**src/lft_pkg.sv**
```systemverilog
// Shared types, sizes and register indexes for the LANC frame transceiver.
// Used by lft_cfg_regs, lft_engine and lanc_frame_transceiver_unit.
package lft_pkg;

  // Frame and counter sizing.
  localparam int FRAME_BYTES = 8;
  localparam int COUNT_BITS  = 12;
  localparam int BYTE_W      = 3;
  localparam int CFG_DATA_W  = 12;
  localparam int CFG_IDX_W   = 3;

  typedef logic [COUNT_BITS-1:0] count_t;

  localparam count_t CMAX = {COUNT_BITS{1'b1}};

  // Register indexes on the configuration port.
  localparam logic [CFG_IDX_W-1:0] REG_TX_TYPE    = 3'd0;
  localparam logic [CFG_IDX_W-1:0] REG_TX_CODE    = 3'd1;
  localparam logic [CFG_IDX_W-1:0] REG_BIT_TICKS  = 3'd2;
  localparam logic [CFG_IDX_W-1:0] REG_FRAME_GAP  = 3'd3;
  localparam logic [CFG_IDX_W-1:0] REG_BYTE_GAP   = 3'd4;
  localparam logic [CFG_IDX_W-1:0] REG_GLITCH     = 3'd5;

  // Register reset values.
  localparam logic [9:0]  RST_BIT_TICKS = 10'd104;
  localparam logic [11:0] RST_FRAME_GAP = 12'd2500;
  localparam logic [11:0] RST_BYTE_GAP  = 12'd416;
  localparam logic [4:0]  RST_GLITCH    = 5'd7;

  // Reciprocal of five scaled by 2^16, rounded up; exact for dividends below 4096.
  localparam logic [13:0] RECIP5 = 14'd13108;

  // Configuration as seen by the engine, with tick targets already clamped.
  typedef struct packed {
    logic [7:0] tx_type;
    logic [7:0] tx_code;
    count_t     bit_tgt;     // one bit period
    count_t     bit15_tgt;   // one and a half bit periods
    count_t     tail_tgt;    // 0.6 bit period
    count_t     frame_gap_tgt;
    count_t     byte_gap_tgt;
    count_t     glitch_tgt;
  } cfg_t;

  // One result word.
  typedef struct packed {
    logic              drive_low;
    logic              byte_valid;
    logic [BYTE_W-1:0] byte_index;
    logic [7:0]        byte_value;
    logic              frame_end;
    logic              start_timeout;
    logic              busy_res;
  } res_t;

  // Clamp a tick target to the counter's range.
  function automatic count_t clampc(input logic [15:0] v);
    count_t r;
    if (v > 16'(CMAX)) begin
      r = CMAX;
    end else begin
      r = v[COUNT_BITS-1:0];
    end
    return r;
  endfunction

  // Saturating increment of a tick counter.
  function automatic count_t incc(input count_t v);
    count_t r;
    if (v == CMAX) begin
      r = CMAX;
    end else begin
      r = v + 1'b1;
    end
    return r;
  endfunction

endpackage

```
**src/lft_cfg_regs.sv**
```systemverilog
// Configuration registers of the LANC frame transceiver and the tick targets
// derived from them. Depends on lft_pkg.
module lft_cfg_regs (
  input  logic                          clk,
  input  logic                          rst_n,
  input  logic                          cfg_we,
  input  logic [lft_pkg::CFG_IDX_W-1:0] cfg_index,
  input  logic [lft_pkg::CFG_DATA_W-1:0] cfg_wdata,
  output lft_pkg::cfg_t                 cfg_o
);

  logic [7:0]  tx_type_r;
  logic [7:0]  tx_code_r;
  logic [9:0]  bit_ticks_r;
  logic [11:0] frame_gap_r;
  logic [11:0] byte_gap_r;
  logic [4:0]  glitch_r;

  logic [11:0] bit3;
  logic [25:0] tail_prod;

  always_ff @(posedge clk) begin
    if (!rst_n) begin
      tx_type_r   <= '0;
      tx_code_r   <= '0;
      bit_ticks_r <= lft_pkg::RST_BIT_TICKS;
      frame_gap_r <= lft_pkg::RST_FRAME_GAP;
      byte_gap_r  <= lft_pkg::RST_BYTE_GAP;
      glitch_r    <= lft_pkg::RST_GLITCH;
    end else if (cfg_we) begin
      case (cfg_index)
        lft_pkg::REG_TX_TYPE:   tx_type_r   <= cfg_wdata[7:0];
        lft_pkg::REG_TX_CODE:   tx_code_r   <= cfg_wdata[7:0];
        lft_pkg::REG_BIT_TICKS: bit_ticks_r <= cfg_wdata[9:0];
        lft_pkg::REG_FRAME_GAP: frame_gap_r <= cfg_wdata[11:0];
        lft_pkg::REG_BYTE_GAP:  byte_gap_r  <= cfg_wdata[11:0];
        lft_pkg::REG_GLITCH:    glitch_r    <= cfg_wdata[4:0];
        default: ;
      endcase
    end
  end

  // 0.6 bit period is floor(3 * bit_ticks / 5), done as a reciprocal multiply.
  assign bit3      = (12'(bit_ticks_r) << 1) + 12'(bit_ticks_r);
  assign tail_prod = 26'(bit3) * 26'(lft_pkg::RECIP5);

  always_comb begin
    cfg_o.tx_type       = tx_type_r;
    cfg_o.tx_code       = tx_code_r;
    cfg_o.bit_tgt       = lft_pkg::clampc(16'(bit_ticks_r));
    cfg_o.bit15_tgt     = lft_pkg::clampc(16'(bit_ticks_r) + 16'(bit_ticks_r >> 1));
    cfg_o.tail_tgt      = lft_pkg::clampc(16'(tail_prod[25:16]));
    cfg_o.frame_gap_tgt = lft_pkg::clampc(16'(frame_gap_r));
    cfg_o.byte_gap_tgt  = lft_pkg::clampc(16'(byte_gap_r));
    cfg_o.glitch_tgt    = lft_pkg::clampc(16'(glitch_r));
  end

endmodule

```
**src/lft_engine.sv**
```systemverilog
// Frame state machine of the LANC frame transceiver: one step per tick word.
// Depends on lft_pkg.
module lft_engine (
  input  logic          clk,
  input  logic          rst_n,
  input  logic          step_i,
  input  logic          line_i,
  input  logic          req_i,
  input  lft_pkg::cfg_t cfg_i,
  output lft_pkg::res_t res_o
);

  typedef enum logic [2:0] {
    PH_IDLE,
    PH_GAP,
    PH_WAIT,
    PH_CONFIRM,
    PH_START,
    PH_DATA,
    PH_TAIL
  } phase_t;

  phase_t                       phase_r, phase_nxt;
  lft_pkg::count_t              tick_r, tick_nxt;
  lft_pkg::count_t              run_r, run_nxt;
  logic [lft_pkg::BYTE_W-1:0]   bp_r, bp_nxt;
  logic [2:0]                   bit_r, bit_nxt;
  logic [7:0]                   sh_r, sh_nxt;
  logic                         to_r, to_nxt;

  lft_pkg::count_t              tick_inc;
  logic [lft_pkg::BYTE_W:0]     bp_inc;
  logic                         is_write;
  logic                         last_byte;
  logic [7:0]                   tx_byte;
  logic [7:0]                   sh_or;
  logic                         emit;
  logic [7:0]                   val;

  assign tick_inc  = lft_pkg::incc(tick_r);
  assign bp_inc    = {1'b0, bp_r} + 1'b1;
  assign is_write  = (bp_r < 3'd2);
  assign last_byte = (bp_inc >= (lft_pkg::BYTE_W + 1)'(lft_pkg::FRAME_BYTES));
  assign tx_byte   = (bp_r == 3'd0) ? cfg_i.tx_type :
                     (bp_r == 3'd1) ? cfg_i.tx_code : 8'd0;
  assign sh_or     = sh_r | (8'(line_i) << bit_r);

  always_comb begin
    phase_nxt = phase_r;
    tick_nxt  = tick_r;
    run_nxt   = run_r;
    bp_nxt    = bp_r;
    bit_nxt   = bit_r;
    sh_nxt    = sh_r;
    to_nxt    = to_r;
    emit      = 1'b0;
    val       = 8'd0;

    case (phase_r)
      PH_IDLE: begin
        if (req_i) begin
          phase_nxt = PH_GAP;
          run_nxt   = '0;
        end
      end
      PH_GAP: begin
        run_nxt = line_i ? lft_pkg::incc(run_r) : '0;
        if (run_nxt >= cfg_i.frame_gap_tgt) begin
          phase_nxt = PH_WAIT;
          bp_nxt    = '0;
          tick_nxt  = '0;
          to_nxt    = 1'b0;
        end
      end
      PH_WAIT: begin
        if (!line_i) begin
          phase_nxt = PH_CONFIRM;
          tick_nxt  = '0;
        end else if (bp_r != 3'd0) begin
          // The first byte of a frame waits for its edge without a timeout.
          tick_nxt = tick_inc;
          if (tick_inc >= cfg_i.byte_gap_tgt) begin
            to_nxt    = 1'b1;
            phase_nxt = PH_START;
            tick_nxt  = '0;
            sh_nxt    = tx_byte;
          end
        end
      end
      PH_CONFIRM: begin
        tick_nxt = tick_inc;
        if (tick_inc >= cfg_i.glitch_tgt) begin
          if (!line_i) begin
            phase_nxt = PH_START;
            sh_nxt    = tx_byte;
          end else begin
            phase_nxt = PH_WAIT;
            tick_nxt  = '0;
          end
        end
      end
      PH_START: begin
        tick_nxt = tick_inc;
        if (is_write) begin
          if (tick_inc >= cfg_i.bit_tgt) begin
            phase_nxt = PH_DATA;
            bit_nxt   = 3'd0;
            tick_nxt  = '0;
          end
        end else if (tick_inc >= cfg_i.bit15_tgt) begin
          sh_nxt    = 8'(line_i);
          phase_nxt = PH_DATA;
          bit_nxt   = 3'd1;
          tick_nxt  = '0;
        end
      end
      PH_DATA: begin
        tick_nxt = tick_inc;
        if (tick_inc >= cfg_i.bit_tgt) begin
          tick_nxt = '0;
          if (is_write) begin
            if (bit_r == 3'd7) begin
              emit = 1'b1;
              val  = sh_r;
            end else begin
              bit_nxt = bit_r + 1'b1;
            end
          end else begin
            sh_nxt = sh_or;
            if (bit_r == 3'd7) begin
              emit   = 1'b1;
              val    = ~sh_or;
              sh_nxt = ~sh_or;
            end else begin
              bit_nxt = bit_r + 1'b1;
            end
          end
        end
      end
      PH_TAIL: begin
        tick_nxt = tick_inc;
        if (tick_inc >= cfg_i.tail_tgt) begin
          phase_nxt = last_byte ? PH_IDLE : PH_WAIT;
          bp_nxt    = last_byte ? '0 : bp_inc[lft_pkg::BYTE_W-1:0];
          tick_nxt  = '0;
          to_nxt    = 1'b0;
        end
      end
      default: begin
        phase_nxt = PH_IDLE;
      end
    endcase

    // A written byte moves straight on; a read byte waits out its tail first.
    if (emit) begin
      tick_nxt = '0;
      if (is_write) begin
        phase_nxt = last_byte ? PH_IDLE : PH_WAIT;
        bp_nxt    = last_byte ? '0 : bp_inc[lft_pkg::BYTE_W-1:0];
        to_nxt    = 1'b0;
      end else begin
        phase_nxt = PH_TAIL;
      end
    end
  end

  always_comb begin
    res_o.drive_low     = (phase_nxt == PH_DATA) && (bp_nxt < 3'd2) && sh_nxt[bit_nxt];
    res_o.byte_valid    = emit;
    res_o.byte_index    = emit ? bp_r : '0;
    res_o.byte_value    = val;
    res_o.frame_end     = emit && last_byte;
    res_o.start_timeout = emit && to_r;
    res_o.busy_res      = (phase_nxt != PH_IDLE);
  end

  always_ff @(posedge clk) begin
    if (!rst_n) begin
      phase_r <= PH_IDLE;
      tick_r  <= '0;
      run_r   <= '0;
      bp_r    <= '0;
      bit_r   <= '0;
      sh_r    <= '0;
      to_r    <= 1'b0;
    end else if (step_i) begin
      phase_r <= phase_nxt;
      tick_r  <= tick_nxt;
      run_r   <= run_nxt;
      bp_r    <= bp_nxt;
      bit_r   <= bit_nxt;
      sh_r    <= sh_nxt;
      to_r    <= to_nxt;
    end
  end

  // The line is never pulled low on the tick a byte completes.
  a_no_drive_on_emit: assert property (@(posedge clk) disable iff (!rst_n)
    step_i && res_o.byte_valid |-> !res_o.drive_low)
    else $error("drive_low set with a completed byte");

  // The last byte of a frame is a read byte, so its tail always follows.
  a_frame_end_tail: assert property (@(posedge clk) disable iff (!rst_n)
    step_i && res_o.frame_end |=> phase_r == PH_TAIL)
    else $error("frame ended without entering the tail");

  // A timeout flag is only ever held while bytes after the first are handled.
  a_timeout_byte: assert property (@(posedge clk) disable iff (!rst_n)
    to_r |-> bp_r != 3'd0)
    else $error("timeout flag on the first byte");

endmodule

```
**src/lanc_frame_transceiver_unit.sv**
```systemverilog
// Top level of the LANC frame transceiver: tick input register, frame engine,
// result register and configuration registers. Depends on lft_pkg, lft_cfg_regs, lft_engine.
//
//   Channel   Direction  Handshake              Payload
//   in_       input      in_valid / in_ready    in_line_in, in_frame_request
//   out_      output     out_valid / out_ready  drive_low .. busy_res
//   cfg_      input      cfg_we (no wait)       cfg_index, cfg_wdata
//
// One tick word is accepted every clock cycle when the result side keeps up.
// A word waits in the input register until the result register can take a new word; the
// engine then steps once and its result is loaded into the output register, so out_valid
// rises once the result is registered, and the result is held until out_ready takes it.
// Reset is synchronous and active low; it clears the frame state, the valid flags
// and sets the registers to their defaults. A stall on out_ready holds the result
// register, then the input register, and only then drops in_ready.
module lanc_frame_transceiver_unit (
  input  logic                           clk,
  input  logic                           rst_n,

  input  logic                           in_valid,
  output logic                           in_ready,
  input  logic                           in_line_in,
  input  logic                           in_frame_request,

  output logic                           out_valid,
  input  logic                           out_ready,
  output logic                           out_drive_low,
  output logic                           out_byte_valid,
  output logic [lft_pkg::BYTE_W-1:0]     out_byte_index,
  output logic [7:0]                     out_byte_value,
  output logic                           out_frame_end,
  output logic                           out_start_timeout,
  output logic                           out_busy_res,

  input  logic                           cfg_we,
  input  logic [lft_pkg::CFG_IDX_W-1:0]  cfg_index,
  input  logic [lft_pkg::CFG_DATA_W-1:0] cfg_wdata
);

  lft_pkg::cfg_t cfg;
  lft_pkg::res_t res;
  lft_pkg::res_t out_res_r;

  logic in_vld_r;
  logic in_line_r;
  logic in_req_r;
  logic out_vld_r;
  logic adv;
  logic step;

  // The result register can take a new word when it is empty or being drained.
  assign adv      = !out_vld_r || out_ready;
  assign step     = in_vld_r && adv;
  assign in_ready = !in_vld_r || adv;

  lft_cfg_regs u_cfg (
    .clk       (clk),
    .rst_n     (rst_n),
    .cfg_we    (cfg_we),
    .cfg_index (cfg_index),
    .cfg_wdata (cfg_wdata),
    .cfg_o     (cfg)
  );

  lft_engine u_engine (
    .clk    (clk),
    .rst_n  (rst_n),
    .step_i (step),
    .line_i (in_line_r),
    .req_i  (in_req_r),
    .cfg_i  (cfg),
    .res_o  (res)
  );

  // Input register: control state only is reset.
  always_ff @(posedge clk) begin
    if (!rst_n) begin
      in_vld_r <= 1'b0;
    end else if (in_ready) begin
      in_vld_r <= in_valid;
    end
  end

  always_ff @(posedge clk) begin
    if (in_valid && in_ready) begin
      in_line_r <= in_line_in;
      in_req_r  <= in_frame_request;
    end
  end

  // Result register.
  always_ff @(posedge clk) begin
    if (!rst_n) begin
      out_vld_r <= 1'b0;
    end else if (adv) begin
      out_vld_r <= in_vld_r;
    end
  end

  always_ff @(posedge clk) begin
    if (step) begin
      out_res_r <= res;
    end
  end

  assign out_valid         = out_vld_r;
  assign out_drive_low     = out_res_r.drive_low;
  assign out_byte_valid    = out_res_r.byte_valid;
  assign out_byte_index    = out_res_r.byte_index;
  assign out_byte_value    = out_res_r.byte_value;
  assign out_frame_end     = out_res_r.frame_end;
  assign out_start_timeout = out_res_r.start_timeout;
  assign out_busy_res      = out_res_r.busy_res;

  // An empty result register never blocks the input side.
  a_ready_when_empty: assert property (@(posedge clk) disable iff (!rst_n)
    !out_vld_r |-> in_ready)
    else $error("input stalled with an empty result register");

  // A word that steps the engine shows up as a result in the next cycle.
  a_step_gives_result: assert property (@(posedge clk) disable iff (!rst_n)
    step |=> out_vld_r)
    else $error("engine step without a result");

  // A result that is not taken stays in place.
  a_result_held: assert property (@(posedge clk) disable iff (!rst_n)
    out_vld_r && !out_ready |=> out_vld_r && $stable(out_res_r))
    else $error("pending result lost or changed");

endmodule
```
**config.mk**
```make
export PLATFORM = sky130hd
export DESIGN_NAME = lanc_frame_transceiver_unit
export DESIGN_NICKNAME = d
export VERILOG_FILES = /design/src/lft_pkg.sv /design/src/lft_cfg_regs.sv /design/src/lft_engine.sv /design/src/lanc_frame_transceiver_unit.sv
export SDC_FILE = /design/constraint.sdc
export NUM_CORES = 1
export LEC_CHECK = 0
export BUFFER_PORTS_ARGS = -buffer_cell sky130_fd_sc_hd__buf_2
export CORE_UTILIZATION = 59
export CTS_BUF_LIST = sky130_fd_sc_hd__clkbuf_2
export CTS_CLUSTER_SIZE = 10
export DETAILED_ROUTE_END_ITERATION = 8
export GPL_TIMING_DRIVEN = 1
export PLACE_DENSITY = 0.8
export SYNTH_ARGS = -nofsm -noshare
export SYNTH_HDL_FRONTEND = slang
export SYNTH_SLANG_ARGS = --single-unit
```
**constraint.sdc**
```tcl
create_clock -name clk -period 7.9 [get_ports clk]
set_input_delay 0.79 -clock clk [delete_from_list [all_inputs] [get_ports clk]]
set_output_delay 0.79 -clock clk [all_outputs]
set_load 0.01 [all_outputs]
```
==> results.md <==
- After Yosys synthesis, XOR and XNOR cells account for approximately 3.3% of the synthesized area.
- The H-tree generated during clock tree synthesis spans 4 levels.
- The setup violation total in the final timing report is 15.
- The highest metal layer with signal wires is met4.
- The number of buffers on the longest clock path is 2.
- The largest net degree at the start of global routing is between 70 and 80.
- The final layout contains 1529 nets.
- The mean cell area of the mapped netlist is roughly 8.4 um2.
- In the routed design, unresolved DRC markers number 0.
- Of the total synthesized cell area, the portion taken by AND, OR, NAND and NOR gates is about 18%.
- The post-detailed-routing wire length is 25000 um.
- The floorplan step set the die height to approximately 130 um.
- The number of instances in the synthesized netlist is roughly 1200.
- 40 I/O pins were placed.
- The fraction of synthesized area in multiplexers is 1.07%.
- The critical path startpoint category is a flip-flop.
- The total via count in the routed design is 8982.
- Static timing analysis puts the maximum clock frequency at approximately 0.12 GHz.
- Among the stages of the critical path, the cell type that occurs most often is sky130_fd_sc_hd__inv_1.
- The top cell types in the final layout, fill and taps aside, are sky130_fd_sc_hd__ha_1 (161), sky130_fd_sc_hd__nand2_1 (160), sky130_fd_sc_hd__inv_1 (144), sky130_fd_sc_hd__dfxtp_1 (96), sky130_fd_sc_hd__a21oi_1 (93).
- The worst hold margin is 0.239 ns.
- The post-route clock skew is 0.0348 ns.
- The portion of the post-synthesis area used by sequential elements is 24.5%.
- Buffers inserted to repair hold after CTS numbered 0.
- The number of flip-flops and latches in the synthesized netlist is about 120.
- The type of the worst setup path is reg2reg.
- The TritonCTS clock tree is built.
- For the pin with the worst max-slew slack, the measured transition is 1.10 ns.
- In the synthesized netlist the dominant register cell turns out to be sky130_fd_sc_hd__dfxtp_1.
- The number of nets produced by synthesis is around 1500.
- The kind of capture point of the worst setup path is a flip-flop.
- The commonest non-fill, non-tap cell in the layout is sky130_fd_sc_hd__ha_1.
- The total length of routed met2 wires is about 11000 um.
- The proportion of layout cells with a drive suffix above 1 is between 10 and 15%.
- The number of hold violations in the final report is 0.
- The antenna violation net count after detailed routing is 0.
- After global routing the overflow that remains totals 0.
- The diode insertion count for antenna repair is 0.
- The count of input and output buffers is 39.
- Dividing total power by cell area gives a power density of 180 nW/um2.
- The headroom to the max-slew limit is 26.5%.
- The required time of the critical path is approximately 8.5 ns.
- The run finished, with violations left.
- For the worst setup path, the data arrival time is between 8 and 9 ns.
- The cell with the largest stage delay on the worst path is sky130_fd_sc_hd__or4_4.
- The post-route setup TNS is -0.734 ns.
- The via count of the first global-routing pass is around 8400.
- The worst-case IR drop observed on VDD is around 0.11 mV.
- The area growth from synthesis to layout is 10.7%.
- Summed over all nets, the half-perimeter wirelength after detailed placement is about 19000 um.
- The async set-reset flop share out of synthesis is 0%.
- The number of cells on the worst hold path is 1.
- By area, the combinational part of the netlist is dominated by adder cells.
- The via-per-instance ratio is 5.86.
- The depth of the most critical reg-to-reg path is 37.
- After Yosys synthesis, full adders, half adders and majority gates account for between 20 and 30% of the synthesized area.
- In this run the worst path has a maximum fanout of 6.
- The overall power of the completed layout is approximately 2000 uW.
- The number of buffers created by CTS is 17.
- The die covers 18000 um2.
- The number of antenna violations at the first check in global routing was 0.
- Setup repair after global routing could not meet its margin everywhere.
- The initial utilization of the core area, before any placement, comes to roughly three fifths.
- The die span in x is 134 um.
- The synthesized design contains 18 enable-type register cells.
- The summed instance area of the synthesized netlist is 10300 um2.
- The routed wirelength normalized by instance count is ~16 um.
- At the end of routability-driven placement, the weighted congestion stood at 0.936.
- The detailed route wirelength on metal3 is just under 2000 um.
- The global routing usage summed across all routing layers is 28.9%.
- The detailed-routing iteration count for the pre-antenna-repair pass is 6.
- In the final routing, the length of wire on met1 measures approximately 11000 um.
- Summing the areas of all compound-gate instances in the mapped netlist gives roughly 18% of the synthesized area.
- The post-CTS clock slew at the launch and capture registers of the worst setup and hold paths is about 0.21 ns.
- The class of the tightest hold or removal check is in2reg.
- The total core area is 16800 um2.
- The end-of-flow core utilization is between 60 and 70%.
- The CTS root buffer is sky130_fd_sc_hd__clkbuf_2.
- After floorplanning, the core was divided into 47 placement rows.
- The final reports fail on setup timing.
- The post-layout minimum cycle time is 8.06 ns.
- The minimum setup slack in the final design is -0.161 ns.
- The DRC violation total after the first TritonRoute iteration is ~800.
- The clock latency on the worst-skew pair is approximately 0.73 ns.
- The number of different library cells used by synthesis comes to ~80.
- The first global-routing pass estimated slightly above 40000 um of wire.
- The max-slew violation count was 0.
- The ratio of final minimum period to clock period is 102%.
- Counting every sink on the clock net gives around 120.
- The number of max-capacitance violations reported is 0.
- For this run, the slowest stage of the critical path takes 0.51 ns.
- For this design the static power due to leakage is just over 0.005 uW.
- The Yosys warning count is 0.
-- what timing repair did --
item,in CTS,in global routing
endpoints found under the setup margin,19,20
pin swaps,21,45
cloned,1,0
setup buffers,6,3
resized for setup,23,16
-- layer usage --
metal,vias up,global-route usage (%)
met2,334,46.4
met3,33,3.70
met4,0,6.43
met5,-,0
met1,4201,41.3
li1,4414,-
-- metrics by stage --
| stage | cell area [um2] | instances | worst slack [ns] |
|---|---|---|---|
| floorplan | 10300 | 1229 | 0.00780 |
| global placement | 10900 | 1492 | -0.0256 |
| detailed placement | 10900 | 1492 | -0.266 |
| CTS | 11300 | 1530 | -0.0366 |
| global route | 11400 | 1533 | -0.550 |
| finish | 11400 | 1533 | -0.161 |
-- state kept, by name, indices dropped and copies added (netlist names), 10 cells and up --
signal	flops
u_cfg.bit_ticks_r	10
u_engine.run_r	12
u_cfg.byte_gap_r	12
u_cfg.frame_gap_r	12
u_engine.tick_r	12
-- power by group --
| part | internal [uW] | switching [uW] | total [uW] | leakage (uW) |
|---|---|---|---|---|
| Combinational | 490 | 561 | 1050 | 0.00409 |
| Sequential | 620 | 15.3 | 636 | 0.000972 |
| Clock | 90.6 | 270 | 360 | 0.000129 |
-- critical path: cells and delay by family (launching register included) --
family / cells / cell delay (ns)
xor+xnor: 2 / 0.36
simple gates: 7 / 1.53
flops: 1 / 0.42
fa+ha+maj: 8 / 2.50
compound gates: 13 / 2.65
buf+inv: 7 / 0.51
-- logic make-up (layout without fill, tap and decap cells) --
group	Yosys count	after routing
AO/OA/AOI/OAI	281	281
XOR/XNOR	39	39
adder cells (fa/ha/maj)	207	207
buffers and inverters	191	274
flip-flops	117	117
multiplexers	10	10
AND/OR/NAND/NOR	384	385
-- layout make-up --
cell class,count,area [um2]
multi-input combinational,922,7230
inverter,152,571
fill,1399,5430
tap,220,275
clock inverter,15,124
sequential,117,2530
timing repair buffer,90,578
clock buffer,17,85.1
-- Yosys cell counts (all sizes together), types with 5 or more instances --
master / number / area (um2)
nor3b: 6 / 45.0
a211oi: 23 / 188
o211ai: 17 / 133
or4: 5 / 45.0
and2: 12 / 77.6
a21oi: 102 / 514
or3b: 10 / 87.6
dfxtp: 99 / 1980
ha: 170 / 2130
nand2: 161 / 607
nand2b: 14 / 87.6
a22o: 5 / 43.8
xor2: 14 / 123
nor2: 83 / 324
or3: 8 / 50.1
nor3: 20 / 100
mux2i: 8 / 80.1
o21a: 11 / 82.6
nor2b: 13 / 88.8
nand4: 7 / 43.8
nand3: 20 / 100
o21ai: 34 / 174
a31oi: 17 / 106
fa: 37 / 741
o21bai: 9 / 67.6
a22oi: 16 / 120
a21o: 11 / 82.6
inv: 151 / 567
edfxtp: 18 / 541
a211o: 7 / 62.6
clkbuf: 33 / 124
xnor2: 25 / 219
and3: 11 / 73.8
buf: 6 / 48.8
-- worst paths after layout --
path	start	end	slack, ns
worst min-delay path	in_frame_request	in_req_r	0.24
worst max register to register	u_cfg.bit_ticks_r[1]	u_engine.tick_r[6]	-0.16
worst max-delay path	u_cfg.bit_ticks_r[1]	u_engine.tick_r[6]	-0.16
worst min register to register	u_cfg.frame_gap_r[4]	u_cfg.frame_gap_r[4]	0.47
No activity file was read; power rests on OpenSTA's default activity.
